$ cat config.mk
export PLATFORM = sky130hd
export DESIGN_NAME = forward_map_pixel_rotation_splat_top_flat
export DESIGN_NICKNAME = d
export VERILOG_FILES = /design/src/rtl/fmrot_pkg.sv /design/src/rtl/fmrot_if.sv /design/src/rtl/fmrot_csr.sv /design/src/rtl/fmrot_xform.sv /design/src/rtl/fmrot_splat.sv /design/src/rtl/forward_map_pixel_rotation_splat_top.sv /design/src/flat_wrapper.sv
export SDC_FILE = /design/constraint.sdc
export NUM_CORES = 2
export LEC_CHECK = 0
export ABC_AREA = 1
export BUFFER_PORTS_ARGS = -buffer_cell sky130_fd_sc_hd__buf_2
export CAP_MARGIN = 20
export CORE_ASPECT_RATIO = 0.5
export CORE_MARGIN = 2
export CORE_UTILIZATION = 40
export CTS_BUF_LIST = sky130_fd_sc_hd__clkbuf_16
export CTS_CLUSTER_SIZE = 10
export DETAILED_ROUTE_END_ITERATION = 8
export PLACE_DENSITY_LB_ADDON = 0.25
export SYNTH_ARGS = -nofsm -noshare
export SYNTH_HDL_FRONTEND = slang
export SYNTH_SLANG_ARGS = --single-unit
$ cat constraint.sdc
create_clock -name clock -period 12.95 [get_ports clock]
set_clock_uncertainty 0.1 [all_clocks]
set_input_delay 1.9425 -clock clock [delete_from_list [all_inputs] [get_ports clock]]
set_output_delay 1.9425 -clock clock [all_outputs]
set_load 0.02 [all_outputs]
$ cat src/rtl/fmrot_pkg.sv
package fmrot_pkg;

   // largest source dimension; coordinates at or beyond it produce no writes
   localparam int MAX_SRC_DIM = 4096;

   localparam int SRC_W    = 12;
   localparam int DST_W    = 13;
   localparam int LIM_W    = 14;
   localparam int TRIG_W   = 16;
   localparam int COL_W    = 8;
   localparam int FRAC_W   = 14;
   localparam int DELTA_W  = SRC_W + 1;
   localparam int PROD_W   = DELTA_W + TRIG_W;
   localparam int SUM_W    = 32;
   localparam int COORD_W  = 16;
   localparam int CSR_IDX_W  = 4;
   localparam int CSR_DATA_W = 16;
   localparam int NUM_TAPS = 5;

   localparam logic [LIM_W-1:0] CANVAS_LIMIT = LIM_W'(8192);

   typedef enum logic [CSR_IDX_W-1:0] {
      REG_COS_Q14      = 4'd0,
      REG_SIN_Q14      = 4'd1,
      REG_SRC_CENTER_X = 4'd2,
      REG_SRC_CENTER_Y = 4'd3,
      REG_DST_CENTER_X = 4'd4,
      REG_DST_CENTER_Y = 4'd5,
      REG_DST_WIDTH    = 4'd6,
      REG_DST_HEIGHT   = 4'd7
   } reg_index_type;

   // splat tap order in the write mask
   typedef enum int {
      TAP_LEFT   = 0,
      TAP_CENTER = 1,
      TAP_RIGHT  = 2,
      TAP_ABOVE  = 3,
      TAP_BELOW  = 4
   } tap_type;

   typedef struct packed {
      logic signed [TRIG_W-1:0] cos_q14;
      logic signed [TRIG_W-1:0] sin_q14;
      logic [SRC_W-1:0]         src_center_x;
      logic [SRC_W-1:0]         src_center_y;
      logic [DST_W-1:0]         dst_center_x;
      logic [DST_W-1:0]         dst_center_y;
      logic [LIM_W-1:0]         dst_width;
      logic [LIM_W-1:0]         dst_height;
   } cfg_type;

   typedef struct packed {
      logic [COL_W-1:0] blue;
      logic [COL_W-1:0] green;
      logic [COL_W-1:0] red;
      logic [COL_W-1:0] alpha;
   } color_type;

   // rotation products handed from the multiply stage to the splat stage
   typedef struct packed {
      logic                     valid;
      logic                     drop;
      logic signed [PROD_W-1:0] dx_cos;
      logic signed [PROD_W-1:0] dy_sin;
      logic signed [PROD_W-1:0] dx_sin;
      logic signed [PROD_W-1:0] dy_cos;
      color_type                color;
   } prod_type;

endpackage

$ cat src/rtl/fmrot_if.sv
interface fmrot_req_if;
   logic                          valid;
   logic                          ready;
   logic [fmrot_pkg::SRC_W-1:0]   src_x;
   logic [fmrot_pkg::SRC_W-1:0]   src_y;
   logic [fmrot_pkg::COL_W-1:0]   blue;
   logic [fmrot_pkg::COL_W-1:0]   green;
   logic [fmrot_pkg::COL_W-1:0]   red;
   logic [fmrot_pkg::COL_W-1:0]   alpha;

   modport source (output valid, src_x, src_y, blue, green, red, alpha, input ready);
   modport sink   (input valid, src_x, src_y, blue, green, red, alpha, output ready);
endinterface

interface fmrot_rsp_if;
   logic                          valid;
   logic                          ready;
   logic [fmrot_pkg::DST_W-1:0]   dst_x;
   logic [fmrot_pkg::DST_W-1:0]   dst_y;
   logic [fmrot_pkg::COL_W-1:0]   out_blue;
   logic [fmrot_pkg::COL_W-1:0]   out_green;
   logic [fmrot_pkg::COL_W-1:0]   out_red;
   logic [fmrot_pkg::COL_W-1:0]   out_alpha;
   logic                          last_write;

   modport source (output valid, dst_x, dst_y, out_blue, out_green, out_red, out_alpha,
                   last_write, input ready);
   modport sink   (input valid, dst_x, dst_y, out_blue, out_green, out_red, out_alpha,
                   last_write, output ready);
endinterface

interface fmrot_csr_if;
   logic                              valid;
   logic                              ready;
   logic [fmrot_pkg::CSR_IDX_W-1:0]   index;
   logic [fmrot_pkg::CSR_DATA_W-1:0]  data;

   modport source (output valid, index, data, input ready);
   modport sink   (input valid, index, data, output ready);
endinterface

$ cat src/rtl/fmrot_csr.sv
module fmrot_csr (
   input  logic              clock,
   input  logic              reset,
   fmrot_csr_if.sink         csr_if,
   output fmrot_pkg::cfg_type cfg
);

   fmrot_pkg::cfg_type cfg_ff, cfg_in;
   logic               wr_en;

   assign csr_if.ready = 1'b1;
   assign wr_en        = csr_if.valid;
   assign cfg          = cfg_ff;

   always_comb begin
      cfg_in = cfg_ff;
      if (wr_en) begin
         unique case (csr_if.index)
            fmrot_pkg::REG_COS_Q14:      cfg_in.cos_q14 = csr_if.data;
            fmrot_pkg::REG_SIN_Q14:      cfg_in.sin_q14 = csr_if.data;
            fmrot_pkg::REG_SRC_CENTER_X:
               cfg_in.src_center_x = csr_if.data[fmrot_pkg::SRC_W-1:0];
            fmrot_pkg::REG_SRC_CENTER_Y:
               cfg_in.src_center_y = csr_if.data[fmrot_pkg::SRC_W-1:0];
            fmrot_pkg::REG_DST_CENTER_X:
               cfg_in.dst_center_x = csr_if.data[fmrot_pkg::DST_W-1:0];
            fmrot_pkg::REG_DST_CENTER_Y:
               cfg_in.dst_center_y = csr_if.data[fmrot_pkg::DST_W-1:0];
            fmrot_pkg::REG_DST_WIDTH:
               cfg_in.dst_width = csr_if.data[fmrot_pkg::LIM_W-1:0];
            fmrot_pkg::REG_DST_HEIGHT:
               cfg_in.dst_height = csr_if.data[fmrot_pkg::LIM_W-1:0];
            default: ;  // unknown index, ignored
         endcase
      end
   end

   always_ff @(posedge clock) begin
      if (reset) begin
         cfg_ff.cos_q14      <= fmrot_pkg::TRIG_W'(16384);
         cfg_ff.sin_q14      <= '0;
         cfg_ff.src_center_x <= '0;
         cfg_ff.src_center_y <= '0;
         cfg_ff.dst_center_x <= '0;
         cfg_ff.dst_center_y <= '0;
         cfg_ff.dst_width    <= fmrot_pkg::CANVAS_LIMIT;
         cfg_ff.dst_height   <= fmrot_pkg::CANVAS_LIMIT;
      end else begin
         cfg_ff <= cfg_in;
      end
   end

endmodule

$ cat src/rtl/fmrot_xform.sv
module fmrot_xform (
   input  logic               clock,
   input  logic               reset,
   fmrot_req_if.sink          req_if,
   input  fmrot_pkg::cfg_type cfg,
   input  logic               take,
   output fmrot_pkg::prod_type prod
);

   // input register
   logic                          a_valid_ff, a_valid_in;
   logic [fmrot_pkg::SRC_W-1:0]   a_src_x_ff, a_src_y_ff;
   fmrot_pkg::color_type          a_color_ff;

   // product register
   fmrot_pkg::prod_type           b_ff, b_in;

   logic                          a_adv, b_adv;
   logic signed [fmrot_pkg::DELTA_W-1:0] dx, dy;
   logic                          oversize;

   assign b_adv        = !b_ff.valid || take;
   assign a_adv        = !a_valid_ff || b_adv;
   assign req_if.ready = a_adv;
   assign a_valid_in   = a_adv ? req_if.valid : a_valid_ff;

   assign dx = $signed({1'b0, a_src_x_ff}) - $signed({1'b0, cfg.src_center_x});
   assign dy = $signed({1'b0, a_src_y_ff}) - $signed({1'b0, cfg.src_center_y});
   assign oversize = ({1'b0, a_src_x_ff} >= (fmrot_pkg::SRC_W+1)'(fmrot_pkg::MAX_SRC_DIM)) ||
                     ({1'b0, a_src_y_ff} >= (fmrot_pkg::SRC_W+1)'(fmrot_pkg::MAX_SRC_DIM));

   always_comb begin
      b_in = b_ff;
      if (b_adv) begin
         b_in.valid  = a_valid_ff;
         b_in.drop   = oversize;
         b_in.dx_cos = dx * cfg.cos_q14;
         b_in.dy_sin = dy * cfg.sin_q14;
         b_in.dx_sin = dx * cfg.sin_q14;
         b_in.dy_cos = dy * cfg.cos_q14;
         b_in.color  = a_color_ff;
      end
   end

   always_ff @(posedge clock) begin
      if (a_adv) begin
         a_src_x_ff       <= req_if.src_x;
         a_src_y_ff       <= req_if.src_y;
         a_color_ff.blue  <= req_if.blue;
         a_color_ff.green <= req_if.green;
         a_color_ff.red   <= req_if.red;
         a_color_ff.alpha <= req_if.alpha;
      end
      if (reset) begin
         a_valid_ff <= 1'b0;
         b_ff.valid <= 1'b0;
      end else begin
         a_valid_ff <= a_valid_in;
         b_ff       <= b_in;
      end
   end

   assign prod = b_ff;

endmodule

$ cat src/rtl/fmrot_splat.sv
module fmrot_splat (
   input  logic                clock,
   input  logic                reset,
   input  fmrot_pkg::cfg_type  cfg,
   input  fmrot_pkg::prod_type prod,
   output logic                take,
   fmrot_rsp_if.source         rsp_if
);

   localparam int CMP_W = fmrot_pkg::COORD_W + 1;

   logic signed [fmrot_pkg::SUM_W-1:0] sum_x, sum_y;
   logic                               neg;
   logic [fmrot_pkg::COORD_W-1:0]      nx, ny;
   logic [CMP_W-1:0]                   nxe, nye, lim_x, lim_y;
   logic [fmrot_pkg::LIM_W-1:0]        clip_w, clip_h;
   logic [fmrot_pkg::NUM_TAPS-1:0]     new_mask;

   // emitter register: remaining writes of the pixel in flight
   logic [fmrot_pkg::NUM_TAPS-1:0]     mask_ff, mask_in;
   logic [fmrot_pkg::DST_W-1:0]        nx_ff, ny_ff;
   fmrot_pkg::color_type               color_ff;

   logic [fmrot_pkg::NUM_TAPS-1:0]     sel;
   logic                               last, fire, load;

   // column and row sums at q.14
   assign sum_x = {{(fmrot_pkg::SUM_W-fmrot_pkg::PROD_W){prod.dx_cos[fmrot_pkg::PROD_W-1]}},
                   prod.dx_cos}
                - {{(fmrot_pkg::SUM_W-fmrot_pkg::PROD_W){prod.dy_sin[fmrot_pkg::PROD_W-1]}},
                   prod.dy_sin}
                + $signed({{(fmrot_pkg::SUM_W-fmrot_pkg::DST_W-fmrot_pkg::FRAC_W){1'b0}},
                   cfg.dst_center_x, {fmrot_pkg::FRAC_W{1'b0}}});
   assign sum_y = {{(fmrot_pkg::SUM_W-fmrot_pkg::PROD_W){prod.dx_sin[fmrot_pkg::PROD_W-1]}},
                   prod.dx_sin}
                + {{(fmrot_pkg::SUM_W-fmrot_pkg::PROD_W){prod.dy_cos[fmrot_pkg::PROD_W-1]}},
                   prod.dy_cos}
                + $signed({{(fmrot_pkg::SUM_W-fmrot_pkg::DST_W-fmrot_pkg::FRAC_W){1'b0}},
                   cfg.dst_center_y, {fmrot_pkg::FRAC_W{1'b0}}});

   // truncation toward zero: only sums at or below -1.0 give a negative target
   assign neg = (sum_x <= -32'sd16384) || (sum_y <= -32'sd16384);
   assign nx  = sum_x[fmrot_pkg::SUM_W-1] ? '0 :
                sum_x[fmrot_pkg::FRAC_W+fmrot_pkg::COORD_W-1:fmrot_pkg::FRAC_W];
   assign ny  = sum_y[fmrot_pkg::SUM_W-1] ? '0 :
                sum_y[fmrot_pkg::FRAC_W+fmrot_pkg::COORD_W-1:fmrot_pkg::FRAC_W];

   assign clip_w = (cfg.dst_width  > fmrot_pkg::CANVAS_LIMIT) ? fmrot_pkg::CANVAS_LIMIT
                                                              : cfg.dst_width;
   assign clip_h = (cfg.dst_height > fmrot_pkg::CANVAS_LIMIT) ? fmrot_pkg::CANVAS_LIMIT
                                                              : cfg.dst_height;
   assign nxe   = {1'b0, nx};
   assign nye   = {1'b0, ny};
   assign lim_x = CMP_W'(clip_w);
   assign lim_y = CMP_W'(clip_h);

   always_comb begin
      new_mask = '0;
      new_mask[fmrot_pkg::TAP_LEFT]   = (nx != '0) && ((nxe - CMP_W'(1)) < lim_x) &&
                                        (nye < lim_y);
      new_mask[fmrot_pkg::TAP_CENTER] = (nxe < lim_x) && (nye < lim_y);
      new_mask[fmrot_pkg::TAP_RIGHT]  = ((nxe + CMP_W'(1)) < lim_x) && (nye < lim_y);
      new_mask[fmrot_pkg::TAP_ABOVE]  = (ny != '0) && (nxe < lim_x) &&
                                        ((nye - CMP_W'(1)) < lim_y);
      new_mask[fmrot_pkg::TAP_BELOW]  = (nxe < lim_x) && ((nye + CMP_W'(1)) < lim_y);
      if (!prod.valid || prod.drop || neg) begin
         new_mask = '0;
      end
   end

   // lowest remaining tap goes out first
   assign sel  = mask_ff & (~mask_ff + fmrot_pkg::NUM_TAPS'(1));
   assign last = (mask_ff & ~sel) == '0;
   assign fire = rsp_if.valid && rsp_if.ready;
   assign take = (mask_ff == '0) || (rsp_if.ready && last);
   assign load = prod.valid && take;

   always_comb begin
      mask_in = mask_ff;
      if (load) begin
         mask_in = new_mask;
      end else if (fire) begin
         mask_in = mask_ff & ~sel;
      end
   end

   always_ff @(posedge clock) begin
      if (load) begin
         nx_ff    <= nx[fmrot_pkg::DST_W-1:0];
         ny_ff    <= ny[fmrot_pkg::DST_W-1:0];
         color_ff <= prod.color;
      end
      if (reset) begin
         mask_ff <= '0;
      end else begin
         mask_ff <= mask_in;
      end
   end

   always_comb begin
      rsp_if.dst_x = nx_ff;
      rsp_if.dst_y = ny_ff;
      priority if (mask_ff[fmrot_pkg::TAP_LEFT]) begin
         rsp_if.dst_x = nx_ff - fmrot_pkg::DST_W'(1);
      end else if (mask_ff[fmrot_pkg::TAP_CENTER]) begin
         rsp_if.dst_x = nx_ff;
      end else if (mask_ff[fmrot_pkg::TAP_RIGHT]) begin
         rsp_if.dst_x = nx_ff + fmrot_pkg::DST_W'(1);
      end else if (mask_ff[fmrot_pkg::TAP_ABOVE]) begin
         rsp_if.dst_y = ny_ff - fmrot_pkg::DST_W'(1);
      end else if (mask_ff[fmrot_pkg::TAP_BELOW]) begin
         rsp_if.dst_y = ny_ff + fmrot_pkg::DST_W'(1);
      end else begin
         rsp_if.dst_x = nx_ff;
      end
   end

   assign rsp_if.valid      = mask_ff != '0;
   assign rsp_if.out_blue   = color_ff.blue;
   assign rsp_if.out_green  = color_ff.green;
   assign rsp_if.out_red    = color_ff.red;
   assign rsp_if.out_alpha  = color_ff.alpha;
   assign rsp_if.last_write = last;

   a_last_flag_onehot: assert property (@(posedge clock) disable iff (reset)
      rsp_if.valid && rsp_if.last_write |-> $onehot(mask_ff))
      else $error("last write flagged with more taps pending");

   a_stall_holds_mask: assert property (@(posedge clock) disable iff (reset)
      rsp_if.valid && !rsp_if.ready |=> $stable(mask_ff))
      else $error("pending taps changed during stall");

   a_negative_dropped: assert property (@(posedge clock) disable iff (reset)
      load && neg |=> mask_ff == '0)
      else $error("negative target produced writes");

   a_last_drains: assert property (@(posedge clock) disable iff (reset)
      fire && rsp_if.last_write && !prod.valid |=> !rsp_if.valid)
      else $error("writes continued after last write");

endmodule

$ cat src/rtl/forward_map_pixel_rotation_splat_top.sv
// forward-mapping pixel rotation with a five-point splat
//
// req_if   one source pixel per transaction: src_x, src_y and its color
// rsp_if   destination writes: dst_x, dst_y, color and last_write, which
//          marks the final write caused by a pixel
// csr_if   register writes by index (cos, sin, source center, destination
//          center, canvas width and height); always ready, write only
//          while no pixel is in flight
//
// a pixel gives zero to five writes, in order left, center, right, above,
// below; negative targets and writes off the canvas give nothing
// a request passes the input register, the product register and the
// emitter register, in that order, before its first write
// throughput: one write per cycle on rsp_if while rsp_if.ready is high;
// the next pixel loads when the last write of the one before is taken,
// and the single result channel limits this rate
// reset clears all valid state and restores register defaults
// a stalled receiver holds the current write; the two stages ahead keep
// filling, then req_if.ready drops
module forward_map_pixel_rotation_splat_top (
   input  logic        clock,
   input  logic        reset,
   fmrot_req_if.sink   req_if,
   fmrot_rsp_if.source rsp_if,
   fmrot_csr_if.sink   csr_if
);

   fmrot_pkg::cfg_type  cfg;
   fmrot_pkg::prod_type prod;
   logic                take;

   // configuration registers
   fmrot_csr u_csr (
      .clock  (clock),
      .reset  (reset),
      .csr_if (csr_if),
      .cfg    (cfg)
   );

   // center offsets and the four rotation products
   fmrot_xform u_xform (
      .clock  (clock),
      .reset  (reset),
      .req_if (req_if),
      .cfg    (cfg),
      .take   (take),
      .prod   (prod)
   );

   // sums, target, canvas checks and the write emitter
   fmrot_splat u_splat (
      .clock  (clock),
      .reset  (reset),
      .cfg    (cfg),
      .prod   (prod),
      .take   (take),
      .rsp_if (rsp_if)
   );

endmodule
$ cat src/flat_wrapper.sv
// flat-port wrapper written by rule: the top's interface ports become plain ports
module forward_map_pixel_rotation_splat_top_flat 
  (clock, reset, req_if_valid, req_if_src_x, req_if_src_y, req_if_blue, req_if_green, req_if_red, req_if_alpha, req_if_ready, rsp_if_valid, rsp_if_dst_x, rsp_if_dst_y, rsp_if_out_blue, rsp_if_out_green, rsp_if_out_red, rsp_if_out_alpha, rsp_if_last_write, rsp_if_ready, csr_if_valid, csr_if_index, csr_if_data, csr_if_ready);
  fmrot_req_if req_if_i ();
  fmrot_rsp_if rsp_if_i ();
  fmrot_csr_if csr_if_i ();
  input  logic clock;
  input  logic reset;
  input wire logic [$bits(req_if_i.valid)-1:0] req_if_valid;
  input wire logic [$bits(req_if_i.src_x)-1:0] req_if_src_x;
  input wire logic [$bits(req_if_i.src_y)-1:0] req_if_src_y;
  input wire logic [$bits(req_if_i.blue)-1:0] req_if_blue;
  input wire logic [$bits(req_if_i.green)-1:0] req_if_green;
  input wire logic [$bits(req_if_i.red)-1:0] req_if_red;
  input wire logic [$bits(req_if_i.alpha)-1:0] req_if_alpha;
  output wire logic [$bits(req_if_i.ready)-1:0] req_if_ready;
  output wire logic [$bits(rsp_if_i.valid)-1:0] rsp_if_valid;
  output wire logic [$bits(rsp_if_i.dst_x)-1:0] rsp_if_dst_x;
  output wire logic [$bits(rsp_if_i.dst_y)-1:0] rsp_if_dst_y;
  output wire logic [$bits(rsp_if_i.out_blue)-1:0] rsp_if_out_blue;
  output wire logic [$bits(rsp_if_i.out_green)-1:0] rsp_if_out_green;
  output wire logic [$bits(rsp_if_i.out_red)-1:0] rsp_if_out_red;
  output wire logic [$bits(rsp_if_i.out_alpha)-1:0] rsp_if_out_alpha;
  output wire logic [$bits(rsp_if_i.last_write)-1:0] rsp_if_last_write;
  input wire logic [$bits(rsp_if_i.ready)-1:0] rsp_if_ready;
  input wire logic [$bits(csr_if_i.valid)-1:0] csr_if_valid;
  input wire logic [$bits(csr_if_i.index)-1:0] csr_if_index;
  input wire logic [$bits(csr_if_i.data)-1:0] csr_if_data;
  output wire logic [$bits(csr_if_i.ready)-1:0] csr_if_ready;
  assign req_if_i.valid = req_if_valid;
  assign req_if_i.src_x = req_if_src_x;
  assign req_if_i.src_y = req_if_src_y;
  assign req_if_i.blue = req_if_blue;
  assign req_if_i.green = req_if_green;
  assign req_if_i.red = req_if_red;
  assign req_if_i.alpha = req_if_alpha;
  assign req_if_ready = req_if_i.ready;
  assign rsp_if_valid = rsp_if_i.valid;
  assign rsp_if_dst_x = rsp_if_i.dst_x;
  assign rsp_if_dst_y = rsp_if_i.dst_y;
  assign rsp_if_out_blue = rsp_if_i.out_blue;
  assign rsp_if_out_green = rsp_if_i.out_green;
  assign rsp_if_out_red = rsp_if_i.out_red;
  assign rsp_if_out_alpha = rsp_if_i.out_alpha;
  assign rsp_if_last_write = rsp_if_i.last_write;
  assign rsp_if_i.ready = rsp_if_ready;
  assign csr_if_i.valid = csr_if_valid;
  assign csr_if_i.index = csr_if_index;
  assign csr_if_i.data = csr_if_data;
  assign csr_if_ready = csr_if_i.ready;
  forward_map_pixel_rotation_splat_top u_core (.clock(clock), .reset(reset), .req_if(req_if_i), .rsp_if(rsp_if_i), .csr_if(csr_if_i));
endmodule
==> metrics <==
status complete, no violations; Synth Flop Type edfxtp_1; mapped cell area 0.05144 mm^2; total number of vias 39,590; drt wl/cell 19.99 um; CP Capture Type register; Post-CTS Setup Bufs 0; antenna-violating nets left 0; Total Neg Setup Slack 0 ns; WP data required 13.24 ns; worst r2r path cells 39; IO Pins 143; hold_buf cts 0; initial antenna violation count 7; final hold vios 0; crit path DAT 9.72 ns; Hold Path Class reg -> reg; share of layout cells above drive strength 1 6.479%; Synth area leaders fa_1, edfxtp_1, ha_1; clock tree from TritonCTS done; cts repair resizes 0; unrepaired setup endpoints after global routing no; WHS Path Cells 0; fin crit period 9.429 ns; CTS Sinks 379; maxcap violations 0; Fillers 12,650; Seq cells post-synth 379; Leak Pwr 26.68 nW; Slew @ Worst Pin 1.177 ns; reg2reg setup slack 3.52 ns; worst skew pair latency 0.65 ns; via-per-instance ratio 5.111; CP max stage delay 0.76 ns; Post-route DRC 0; Syn Nets 7,304; Routed WL 154.8 mm; crit path launch type register; Critical R2R Launch u_core.u_xform.a_src_y_ff[0]; Clock transition at path regs 0.06 ns; Cell Rows 92; Yosys top cell area share 31.06%; GRT Total Usage 23.85%; worst reg2reg path endpoint u_core.u_xform.prod[117]; Final Max Slew Viols 0; peak supply drop 0.1776 mV; Initial Utilization 40.59%; clock root cell clkbuf_16; synth-to-layout area growth 8.034%; syn avg cell area 8.665 um^2; fin nets 7,380; drt pass-1 iters 8; area leader, netlist fa_1; CP max FO 15; Mapped Cells 5,936; Die X-Extent 511.1 um; DIE HEIGHT 257.6 um; Hold Worst Slack 0.3167 ns; Post-synth EDFFs 262; Async S/R FF share, synth 0%; final setup fails 0; yosys warns 0; CP max stage cell xor2_1; WL met3 14.94 mm; kind of critical path reg -> reg; Post-synth top cells inv_1, nand2_1, fa_1; vias in the first global route 39,370; total power 10.58 mW; hold path startpoint u_core.u_xform.prod[9]; first-iteration detailed-routing DRC count 3,483; H-tree depth 2; Detail Placement HPWL 122.1 mm; unique cell type count in the Yosys netlist 68; fin crit share 72.81%; metal1 wirelength 70.20 mm; Port Buffer Count 141; sequential-to-total area share from yosys stat 19.85%; Hold Path Sink u_core.u_splat.rsp_if.out_red[1]; core area 0.1267 mm^2; total die area 0.1317 mm^2; gpl congestion 0.9375; max-slew headroom at the worst pin 21.04%; CTS Buf Count 48; CTS max path bufs 3; count leader, synth inv_1; global-route wire length before repair 239.3 mm; PwrDens 190.4 mW/mm^2; GRT overflow 0; achievable frequency 0.1061 GHz; wire length on met2 65.53 mm; Top Metal Used met5; Worst path most repeated cell a21oi_1; largest net degree at the start of global routing 93
-- through the flow --
stage / setup WS, ns / util, % / area [um^2] / instances
after global placement: 3.781 / 42.67 / 54080 / 7654
after global routing: 3.007 / 43.84 / 55560 / 7742
final: 3.521 / 43.85 / 55570 / 7746
after CTS: 3.675 / 43.84 / 55560 / 7742
after detailed placement: 3.685 / 42.67 / 54080 / 7654
after floorplan: 5.188 / - / 51440 / 5936
-- how the worst max path moves through the flow --
stage	startpoint	endpoint	slack (ns)	cells after the start
2_1_floorplan	u_core.u_xform.a_src_y_ff[0]	u_core.u_xform.prod[60]	5.19	41
3_3_place_gp	u_core.u_xform.a_src_y_ff[0]	u_core.u_xform.prod[117]	3.78	39
3_5_place_dp	u_core.u_xform.a_src_y_ff[0]	u_core.u_xform.prod[117]	3.68	39
4_1_cts	u_core.u_xform.a_src_y_ff[0]	u_core.u_xform.prod[117]	3.68	39
5_1_grt	u_core.u_xform.a_src_y_ff[0]	u_core.u_xform.prod[117]	3.01	39
6_report	u_core.u_xform.a_src_y_ff[0]	u_core.u_xform.prod[117]	3.52	39
-- layout by cell type, fill, tap and decap left out, types with 13 or more instances in the layout --
cell type / synthesis / layout
a31oi_1: 13 / 13
edfxtp_1: 262 / 262
clkinv_1: 11 / 14
fa_1: 798 / 798
o21ai_1: 16 / 16
o21ai_0: 199 / 199
nor2_1: 657 / 656
dfxtp_1: 117 / 117
or2_2: 16 / 16
inv_2: 13 / 14
buf_4: 1 / 65
nor2_2: 15 / 15
ha_1: 489 / 489
clkbuf_16: 0 / 50
a21oi_1: 274 / 272
xor2_1: 155 / 155
xnor2_1: 82 / 82
nand2_2: 29 / 29
a211oi_1: 16 / 16
nor4_1: 14 / 14
nand2_1: 1117 / 1116
nand3_1: 114 / 114
buf_2: 4 / 141
inv_1: 1127 / 1150
a21o_1: 14 / 14
o21bai_1: 18 / 18
nand4_1: 46 / 46
nor3_1: 42 / 42
-- cells by family after synthesis --
logic type      after synthesis  synth area share (%)
simple gates               2099                 16.95
buf+inv                    1332                 9.779
fa+ha+maj                  1287                 42.95
flops                       379                 19.85
xor+xnor                    237                 4.036
other cells                   1              0.007290
compound gates              601                 6.427
-- critical path: cells and delay by family (launching register included) --
family	cells	cell delay [ns]
AND/OR/NAND/NOR	7	0.84
adder cells (fa/ha/maj)	9	3.53
AO/OA/AOI/OAI	13	2.11
XOR/XNOR	2	0.90
buffers and inverters	8	1.35
flip-flops	1	0.36
-- metal layers --
metal / vias to the layer above / GRT usage, %
met5: - / 0
met1: 19390 / 34.67
li1: 18520 / -
met4: 8 / 5.912
met3: 201 / 5.246
met2: 1463 / 36.02
-- state kept, by name (all words and copies together) (netlist names) --
register and flops:
u_core.u_xform.prod 149, u_core.u_xform.a_valid_ff 1, u_core.u_splat.mask_ff 5, u_core.u_splat.rsp_if.out_alpha 8
u_core.u_xform.a_src_y_ff 12, u_core.u_xform.a_color_ff 32, u_core.u_splat.nx_ff 13, u_core.u_splat.ny_ff 13
u_core.u_splat.rsp_if.out_blue 8, u_core.u_splat.rsp_if.out_green 8, u_core.u_xform.a_src_x_ff 12, u_core.u_splat.rsp_if.out_red 8
u_core.u_csr.cfg 110
-- area by class of cell --
cell class                 count  area, um^2  share of cell area [%]
clock inverter                38       229.0                  0.4120
antenna                        4       10.01                 0.01801
tap                         1692        2117                   3.810
timing repair buffer         206        1194                   2.148
inverter                    1152        4332                   7.795
sequential                   379       10210                   18.37
clock buffer                  50        1251                   2.252
multi-input combinational   4225       36230                   65.19
-- power breakdown --
group,total [mW],switching (mW),internal [mW]
clock,1.30,0.584,0.716
sequential,1.77,0.170,1.60
combinational,7.52,4.96,2.55
total,10.6,5.72,4.86
Note: power is estimated with default switching activity, not from simulation.
